===== config.mk =====
export PLATFORM = sky130hd
export DESIGN_NAME = gregorian_day_serial_converter
export DESIGN_NICKNAME = d
export VERILOG_FILES = /design/src/gdsc_pkg.sv /design/src/gregorian_day_serial_converter.sv /design/src/gdsc_sequencer.sv
export SDC_FILE = /design/constraint.sdc
export NUM_CORES = 1
export LEC_CHECK = 0
export BUFFER_PORTS_ARGS = -buffer_cell sky130_fd_sc_hd__buf_4
export CORE_UTILIZATION = 45
export DETAILED_ROUTE_END_ITERATION = 7
export PLACE_DENSITY = 0.73
export SYNTH_ARGS = -nofsm -noshare
export SYNTH_HDL_FRONTEND = slang
export SYNTH_SLANG_ARGS = --single-unit

===== constraint.sdc =====
create_clock -name clock -period 4.2 [get_ports clock]
set_input_delay 0.21 -clock clock [delete_from_list [all_inputs] [get_ports clock]]
set_output_delay 0.21 -clock clock [all_outputs]
set_load 0.02 [all_outputs]

===== src/gdsc_pkg.sv =====
package gdsc_pkg;

   localparam int unsigned PC_WIDTH = 4;
   localparam int unsigned ACC_WIDTH = 23;

   typedef logic [PC_WIDTH-1:0] pc_type;

   typedef enum logic [2:0] {
      COND_NEVER,
      COND_ERR,
      COND_OP1,
      COND_YEAR_FITS,
      COND_MONTH_FITS,
      COND_YEAR_REACHED
   } cond_type;

   typedef enum logic [3:0] {
      ACT_NONE,
      ACT_INIT,
      ACT_YSUB,
      ACT_YADD,
      ACT_MSUB,
      ACT_MADD,
      ACT_WR_DATE,
      ACT_WR_SERIAL,
      ACT_WR_ERR
   } act_type;

   typedef struct packed {
      act_type  act;
      cond_type cond;
      logic     loop;
      logic     done;
      pc_type   target;
   } ctrl_word_type;

   typedef struct packed {
      logic range_err;
      logic op1;
      logic year_fits;
      logic month_fits;
      logic year_reached;
   } status_type;

   localparam pc_type STEP_INIT      = 4'd0;
   localparam pc_type STEP_DISPATCH  = 4'd1;
   localparam pc_type STEP_YEAR_SUB  = 4'd2;
   localparam pc_type STEP_MONTH_SUB = 4'd3;
   localparam pc_type STEP_WR_DATE   = 4'd4;
   localparam pc_type STEP_YEAR_ADD  = 4'd5;
   localparam pc_type STEP_MONTH_ADD = 4'd6;
   localparam pc_type STEP_WR_SERIAL = 4'd7;
   localparam pc_type STEP_WR_ERR    = 4'd8;

   localparam logic [3:0] LAST_MONTH = 4'd12;
   localparam logic [3:0] FEBRUARY   = 4'd2;

   function automatic ctrl_word_type program_rom(input pc_type pc);
      ctrl_word_type word;
      case (pc)
         STEP_INIT: begin
            word = '{act: ACT_INIT, cond: COND_ERR, loop: 1'b0, done: 1'b0,
                     target: STEP_WR_ERR};
         end
         STEP_DISPATCH: begin
            word = '{act: ACT_NONE, cond: COND_OP1, loop: 1'b0, done: 1'b0,
                     target: STEP_YEAR_ADD};
         end
         STEP_YEAR_SUB: begin
            word = '{act: ACT_YSUB, cond: COND_YEAR_FITS, loop: 1'b1, done: 1'b0,
                     target: STEP_MONTH_SUB};
         end
         STEP_MONTH_SUB: begin
            word = '{act: ACT_MSUB, cond: COND_MONTH_FITS, loop: 1'b1, done: 1'b0,
                     target: STEP_WR_DATE};
         end
         STEP_WR_DATE: begin
            word = '{act: ACT_WR_DATE, cond: COND_NEVER, loop: 1'b0, done: 1'b1,
                     target: STEP_INIT};
         end
         STEP_YEAR_ADD: begin
            word = '{act: ACT_YADD, cond: COND_YEAR_REACHED, loop: 1'b1, done: 1'b0,
                     target: STEP_MONTH_ADD};
         end
         STEP_MONTH_ADD: begin
            word = '{act: ACT_MADD, cond: COND_NEVER, loop: 1'b0, done: 1'b0,
                     target: STEP_INIT};
         end
         STEP_WR_SERIAL: begin
            word = '{act: ACT_WR_SERIAL, cond: COND_NEVER, loop: 1'b0, done: 1'b1,
                     target: STEP_INIT};
         end
         default: begin
            word = '{act: ACT_WR_ERR, cond: COND_NEVER, loop: 1'b0, done: 1'b1,
                     target: STEP_INIT};
         end
      endcase
      return word;
   endfunction

   function automatic logic [4:0] month_length(input logic [3:0] m, input logic leap);
      logic [4:0] len;
      case (m)
         4'd2:    len = leap ? 5'd29 : 5'd28;
         4'd4:    len = 5'd30;
         4'd6:    len = 5'd30;
         4'd9:    len = 5'd30;
         4'd11:   len = 5'd30;
         default: len = 5'd31;
      endcase
      return len;
   endfunction

   function automatic logic [8:0] days_before_month(input logic [3:0] m);
      logic [8:0] days;
      case (m)
         4'd2:    days = 9'd31;
         4'd3:    days = 9'd59;
         4'd4:    days = 9'd90;
         4'd5:    days = 9'd120;
         4'd6:    days = 9'd151;
         4'd7:    days = 9'd181;
         4'd8:    days = 9'd212;
         4'd9:    days = 9'd243;
         4'd10:   days = 9'd273;
         4'd11:   days = 9'd304;
         4'd12:   days = 9'd334;
         default: days = 9'd0;
      endcase
      return days;
   endfunction

endpackage


===== src/gregorian_day_serial_converter.sv =====
// gregorian calendar converter: day serial (1 is 1/1/0001) to date, or date to serial
// request channel: req_valid/req_ready with req_operation, req_serial_in, req_day_in,
//   req_month_in and req_year_in; one transaction gives exactly one result
// result channel: rsp_valid/rsp_ready with day, month, year, serial and range_error
// a small program in a control rom steps one datapath: a year walk of one year per
//   cycle, then, for serial to date, a month walk of one month per cycle
// out of range operands skip both walks and go straight to the error result; the
//   longest conversions are set by the year walk loop
// one conversion is in flight at a time; req_ready is high while the sequencer is
//   idle, also while a finished result still waits in the output register
// if the receiver stalls, the final step of the next conversion waits until the
//   output register is taken
// reset (synchronous, active high) drops rsp_valid and returns the sequencer to idle
module gregorian_day_serial_converter #(
   parameter int MAX_YEAR = 9999
) (
   input  logic        clock,
   input  logic        reset,
   input  logic        req_valid,
   output logic        req_ready,
   input  logic        req_operation,
   input  logic [21:0] req_serial_in,
   input  logic [4:0]  req_day_in,
   input  logic [3:0]  req_month_in,
   input  logic [13:0] req_year_in,
   output logic        rsp_valid,
   input  logic        rsp_ready,
   output logic [4:0]  rsp_day_out,
   output logic [3:0]  rsp_month_out,
   output logic [13:0] rsp_year_out,
   output logic [21:0] rsp_serial_out,
   output logic        rsp_range_error
);

   localparam int AW = gdsc_pkg::ACC_WIDTH;
   localparam logic [AW-1:0] MAX_SERIAL =
      AW'(365 * MAX_YEAR + MAX_YEAR / 4 - MAX_YEAR / 100 + MAX_YEAR / 400);
   localparam logic [13:0] MAX_YEAR_VAL = 14'(MAX_YEAR);

   logic        busy;
   logic        start;
   logic        out_free;
   gdsc_pkg::act_type    act;
   gdsc_pkg::status_type status;

   logic        op_ff;
   logic [21:0] serial_ff;
   logic [4:0]  day_ff;
   logic [3:0]  month_ff;
   logic [13:0] year_ff;

   logic [AW-1:0] acc_ff, acc_in;
   logic [13:0]   y_ff, y_in;
   logic [3:0]    m_ff, m_in;
   logic [6:0]    c100_ff, c100_in;
   logic [8:0]    c400_ff, c400_in;

   logic          rsp_valid_ff, rsp_valid_in;
   logic [4:0]    day_out_ff, day_out_in;
   logic [3:0]    month_out_ff, month_out_in;
   logic [13:0]   year_out_ff, year_out_in;
   logic [21:0]   serial_out_ff, serial_out_in;
   logic          err_out_ff, err_out_in;

   logic          leap;
   logic [AW-1:0] ylen;
   logic [AW-1:0] mlen;
   logic [AW-1:0] madd;
   logic          range_err;

   assign req_ready = !busy;
   assign start     = req_valid && !busy;
   assign out_free  = !rsp_valid_ff || rsp_ready;

   assign leap = ((c400_ff[1:0] == 2'd0) && (c100_ff != 7'd0)) || (c400_ff == 9'd0);
   assign ylen = leap ? AW'(366) : AW'(365);
   assign mlen = AW'(gdsc_pkg::month_length(m_ff, leap));
   assign madd = AW'(gdsc_pkg::days_before_month(month_ff))
               + AW'((month_ff > gdsc_pkg::FEBRUARY) && leap)
               + AW'(day_ff);

   always_comb begin
      if (op_ff) begin
         range_err = (year_ff == 14'd0) || (year_ff > MAX_YEAR_VAL) ||
                     (month_ff == 4'd0) || (month_ff > gdsc_pkg::LAST_MONTH);
      end else begin
         range_err = (serial_ff == 22'd0) || (AW'(serial_ff) > MAX_SERIAL);
      end
   end

   assign status.range_err    = range_err;
   assign status.op1          = op_ff;
   assign status.year_fits    = acc_ff <= ylen;
   assign status.month_fits   = (acc_ff <= mlen) || (m_ff >= gdsc_pkg::LAST_MONTH);
   assign status.year_reached = y_ff == year_ff;

   gdsc_sequencer u_seq (
      .clock    (clock),
      .reset    (reset),
      .start    (start),
      .out_free (out_free),
      .status   (status),
      .busy     (busy),
      .act      (act)
   );

   always_comb begin
      acc_in        = acc_ff;
      y_in          = y_ff;
      m_in          = m_ff;
      c100_in       = c100_ff;
      c400_in       = c400_ff;
      rsp_valid_in  = rsp_valid_ff && !rsp_ready;
      day_out_in    = day_out_ff;
      month_out_in  = month_out_ff;
      year_out_in   = year_out_ff;
      serial_out_in = serial_out_ff;
      err_out_in    = err_out_ff;
      case (act)
         gdsc_pkg::ACT_INIT: begin
            acc_in  = op_ff ? '0 : AW'(serial_ff);
            y_in    = 14'd1;
            m_in    = 4'd1;
            c100_in = 7'd1;
            c400_in = 9'd1;
         end
         gdsc_pkg::ACT_YSUB, gdsc_pkg::ACT_YADD: begin
            acc_in  = (act == gdsc_pkg::ACT_YSUB) ? acc_ff - ylen : acc_ff + ylen;
            y_in    = y_ff + 14'd1;
            c100_in = (c100_ff == 7'd99) ? 7'd0 : c100_ff + 7'd1;
            c400_in = (c400_ff == 9'd399) ? 9'd0 : c400_ff + 9'd1;
         end
         gdsc_pkg::ACT_MSUB: begin
            acc_in = acc_ff - mlen;
            m_in   = m_ff + 4'd1;
         end
         gdsc_pkg::ACT_MADD: begin
            acc_in = acc_ff + madd;
         end
         gdsc_pkg::ACT_WR_DATE: begin
            rsp_valid_in  = 1'b1;
            day_out_in    = acc_ff[4:0];
            month_out_in  = m_ff;
            year_out_in   = y_ff;
            serial_out_in = '0;
            err_out_in    = 1'b0;
         end
         gdsc_pkg::ACT_WR_SERIAL: begin
            rsp_valid_in  = 1'b1;
            day_out_in    = '0;
            month_out_in  = '0;
            year_out_in   = '0;
            serial_out_in = acc_ff[AW-1] ? 22'd0 : acc_ff[21:0];
            err_out_in    = acc_ff[AW-1];
         end
         gdsc_pkg::ACT_WR_ERR: begin
            rsp_valid_in  = 1'b1;
            day_out_in    = '0;
            month_out_in  = '0;
            year_out_in   = '0;
            serial_out_in = '0;
            err_out_in    = 1'b1;
         end
         default: begin
         end
      endcase
   end

   always_ff @(posedge clock) begin
      if (start) begin
         op_ff     <= req_operation;
         serial_ff <= req_serial_in;
         day_ff    <= req_day_in;
         month_ff  <= req_month_in;
         year_ff   <= req_year_in;
      end
      day_out_ff    <= day_out_in;
      month_out_ff  <= month_out_in;
      year_out_ff   <= year_out_in;
      serial_out_ff <= serial_out_in;
      err_out_ff    <= err_out_in;
      if (reset) begin
         rsp_valid_ff <= 1'b0;
         acc_ff       <= '0;
         y_ff         <= 14'd1;
         m_ff         <= 4'd1;
         c100_ff      <= 7'd1;
         c400_ff      <= 9'd1;
      end else begin
         rsp_valid_ff <= rsp_valid_in;
         acc_ff       <= acc_in;
         y_ff         <= y_in;
         m_ff         <= m_in;
         c100_ff      <= c100_in;
         c400_ff      <= c400_in;
      end
   end

   assign rsp_valid       = rsp_valid_ff;
   assign rsp_day_out     = day_out_ff;
   assign rsp_month_out   = month_out_ff;
   assign rsp_year_out    = year_out_ff;
   assign rsp_serial_out  = serial_out_ff;
   assign rsp_range_error = err_out_ff;

endmodule


===== src/gdsc_sequencer.sv =====
module gdsc_sequencer (
   input  logic                 clock,
   input  logic                 reset,
   input  logic                 start,
   input  logic                 out_free,
   input  gdsc_pkg::status_type status,
   output logic                 busy,
   output gdsc_pkg::act_type    act
);

   gdsc_pkg::pc_type        pc_ff, pc_in;
   logic                    busy_ff, busy_in;
   gdsc_pkg::ctrl_word_type word;
   logic                    cond_hit;

   assign word = gdsc_pkg::program_rom(pc_ff);
   assign busy = busy_ff;

   always_comb begin
      case (word.cond)
         gdsc_pkg::COND_ERR:          cond_hit = status.range_err;
         gdsc_pkg::COND_OP1:          cond_hit = status.op1;
         gdsc_pkg::COND_YEAR_FITS:    cond_hit = status.year_fits;
         gdsc_pkg::COND_MONTH_FITS:   cond_hit = status.month_fits;
         gdsc_pkg::COND_YEAR_REACHED: cond_hit = status.year_reached;
         default:                     cond_hit = 1'b0;
      endcase
   end

   always_comb begin
      pc_in   = pc_ff;
      busy_in = busy_ff;
      act     = gdsc_pkg::ACT_NONE;
      if (!busy_ff) begin
         if (start) begin
            pc_in   = gdsc_pkg::STEP_INIT;
            busy_in = 1'b1;
         end
      end else if (word.done) begin
         if (out_free) begin
            act     = word.act;
            busy_in = 1'b0;
         end
      end else begin
         act = cond_hit ? gdsc_pkg::ACT_NONE : word.act;
         if (cond_hit) begin
            pc_in = word.target;
         end else if (!word.loop) begin
            pc_in = pc_ff + gdsc_pkg::pc_type'(1);
         end
      end
   end

   always_ff @(posedge clock) begin
      if (reset) begin
         pc_ff   <= gdsc_pkg::STEP_INIT;
         busy_ff <= 1'b0;
      end else begin
         pc_ff   <= pc_in;
         busy_ff <= busy_in;
      end
   end

endmodule

==> summary.md <==
| Metric | Value |
|---|---|
| Status | `completed` |
| Slew headroom | `35.1%` |
| RSZ-0062 raised after global routing | `false` |
| Pleak | `0.00514 uW` |
| Initial drt markers | `1248` |
| Worst Hold Class | `input port to flop` |
| Post-Syn Nets | `1238` |
| Num Clock Sinks | `175` |
| Vias/cell | `6.20` |
| TritonCTS Buffers | `17` |
| CP Data Required Time | `4.55 ns` |
| Top cell type's share of synthesized area | `26.0%` |
| Initial antenna violation count | `0` |
| RD Place Congestion | `0.954` |
| DR WL/cell | `20.3 um` |
| DRC | `0` |
| Critical Path Start Type | `flop` |
| Final min period | `4.01 ns` |
| Fmax | `249 MHz` |
| Synth Flop Type | `edfxtp_1` |
| Nets | `1404` |
| Final Slew Violations | `0` |
| Post-synth EDFFs | `92` |
| Worst Path Class, Setup | `flop to flop` |
| Vias in the first global route | `9467` |
| #FFs+latches synth | `175` |
| Clock Pin Slew Worst Setup and Hold Paths | `0.07 ns` |
| Worst Setup End Kind | `flop` |
| Grt ovf | `0` |
| Number of routed nets with antenna violations | `0` |
| # rows | `55` |
| Share of layout cells above drive strength 1 | `19.2%` |
| Max H-tree Level | `4` |
| Final Hold Fails | `0` |
| Root buf cell | `clkbuf_16` |
| Largest net degree at the start of global routing | `67` |
| Least-Margin Pin Slew | `0.971 ns` |
| Final setup margin | `0.192 ns` |
| # Max-Cap Violations | `0` |
| Post-Syn Area | `10600 sq um` |
| # port buffers | `97` |
| Via Count | `10.1k` |
| Multi-input gate area | `5810 sq um` |
| Clk_skew | `0.0160 ns` |
| Post-synth ARST share | `0%` |
| Syn. warnings | `0` |
| Hold slack | `0.212 ns` |
| Final Cycle Share | `95.4%` |
| Clock buffer depth | `2` |
| Chip Height | `156 um` |
| Post-Route WL | `33000 um` |
| Finished Core Util | `57.9%` |
| Fill cells | `2009` |
| Hpwl dp | `22400 um` |
| Synthesized instance count | `1136` |
| Worst VDD drop | `262 uV` |
| Top Ports | `98` |
| Pwr Density | `380 nW/um^2` |
| Tot Pwr | `5020 uW` |
| Distinct cells, synth | `84` |
| FF/Latch Area | `4420 sq um` |
| Core Region | `22800 sq um` |
| Total Routing Usage GR | `27.3%` |
| Crit Path Max Fanout | `13` |
| Area delta synth->final | `24.8%` |
| Dpl ws | `-0.0296 ns` |
| Sequential share of the synthesized area | `41.7%` |
| CTS tree | `built` |
| Worst EP arrival | `4.36 ns` |
| First-pass GRT wire length | `51100 um` |
| Ant. Diodes | `0` |
| Initial Util | `46.4%` |
| Area contributors post-synth | `edfxtp_1, dfxtp_1, ha_1` |
| Clk_lat worst skew | `0.44 ns` |
| Post-synth top area cell | `edfxtp_1` |
| Die X | `156 um` |
| Final setup viols | `0` |
| First-pass detailed-route iteration total | `5` |
| Die footprint | `24200 sq um` |
| Avg Cell Area, Syn | `9.34 sq um` |
synthesized netlist by cell type, types with 12 or more instances:
| cell type | n |
|---|---|
| nand2_1 | 64 |
| ha_1 | 43 |
| nor2_1 | 87 |
| o211ai_1 | 12 |
| xor2_1 | 26 |
| and2_1 | 26 |
| edfxtp_1 | 92 |
| or3_1 | 13 |
| nand4_1 | 15 |
| nor2b_1 | 22 |
| a21oi_1 | 56 |
| a31oi_1 | 19 |
| o21ai_0 | 57 |
| and3_1 | 25 |
| dfxtp_1 | 83 |
| clkbuf_1 | 52 |
| a211oi_1 | 13 |
| inv_1 | 29 |
| a22oi_1 | 23 |
| buf_2 | 13 |
| nand3_1 | 35 |
| nor3_1 | 62 |
| o211a_1 | 14 |
| nor4_1 | 31 |
worst max-delay path: stages (launching register included):
cell	delay [ns]
dfxtp_1	0.32
nor4_2	0.26
nand2_1	0.10
nand4_1	0.12
nand2_2	0.13
buf_4	0.19
inv_1	0.10
ha_1	0.27
or2_2	0.35
a211oi_2	0.23
nor3b_1	0.12
o31a_2	0.41
o31a_4	0.40
buf_4	0.22
or4_1	0.50
a41oi_1	0.20
cells by family after synthesis:
family                     share of synthesized area (%)
adders and majority gates                           6.77
muxes                                               1.29
and+or+nand+nor                                     22.3
DFF                                                 41.7
buffers and inverters                               4.05
AOI/OAI and AO/OA                                   21.1
xor gates and xnor gates                            2.81
final timing paths:
check | startpoint | to | slack [ns] | depth (start not counted)
worst min register to register | c100_ff[6] | c100_ff[6] | 0.51 | 2
worst min-delay path | rsp_ready | rsp_valid | 0.21 | 3
worst max-delay path | c400_ff[8] | acc_ff[22] | 0.19 | 15
worst max register to register | c400_ff[8] | acc_ff[22] | 0.19 | 15
through the flow:
stage	instance area (sq um)	cells	TNS, ns
3_3_place_gp	12000	1543	0
3_5_place_dp	12000	1543	-0.0665
5_1_grt	13200	1628	0
2_1_floorplan	10600	1136	0
4_1_cts	13100	1621	0
6_report	13200	1628	0
area by class of cell:
type | count | share of cell area [%]
clock buffer | 17 | 3.21
clock inverter | 15 | 1.44
inverter | 34 | 0.964
multi-input combinational | 854 | 43.9
sequential | 175 | 33.4
tap | 313 | 2.96
timing repair buffer | 220 | 14.1
layer usage:
metal	wire, um	vias to the layer above	track usage [%]	part of all wire, %
li1	-	4670	-	-
met1	14000	4773	37.3	42
met2	14800	551	42.3	45
met3	3240	95	5.71	9.8
met4	1050	0	10.6	3.2
met5	0	-	0	0
layout by cell type (no fill, tap or decap), types with 15 or more instances in the layout:
cell type,count
a21oi_1,55
nor3_1,61
inv_1,29
clkbuf_16,17
nor2_1,83
nor2b_1,22
nand4_1,15
dlygate4sd3_1,46
a31oi_1,19
a22oi_1,23
and2_1,26
buf_4,165
nor4_1,30
ha_1,42
edfxtp_1,92
nand3_1,35
and3_1,25
nand2_1,63
xor2_1,26
o21ai_0,57
dfxtp_1,83
where the power goes:
part	leakage, uW	switching (uW)	internal (uW)
sequential	0.00150	107	1900
combinational	0.00334	801	537
clock	0.000299	773	909
timing repair:
action | CTS | global route
buffers inserted | 0 | 7
endpoints found under the setup margin | 4 | 129
resized for setup | 0 | 16
gates cloned | 0 | 0
pin swaps | 1 | 8
hold buffers | 46 | 0
endpoints found under the hold margin | 46 | 0
No activity file was read; power rests on OpenSTA's default activity.
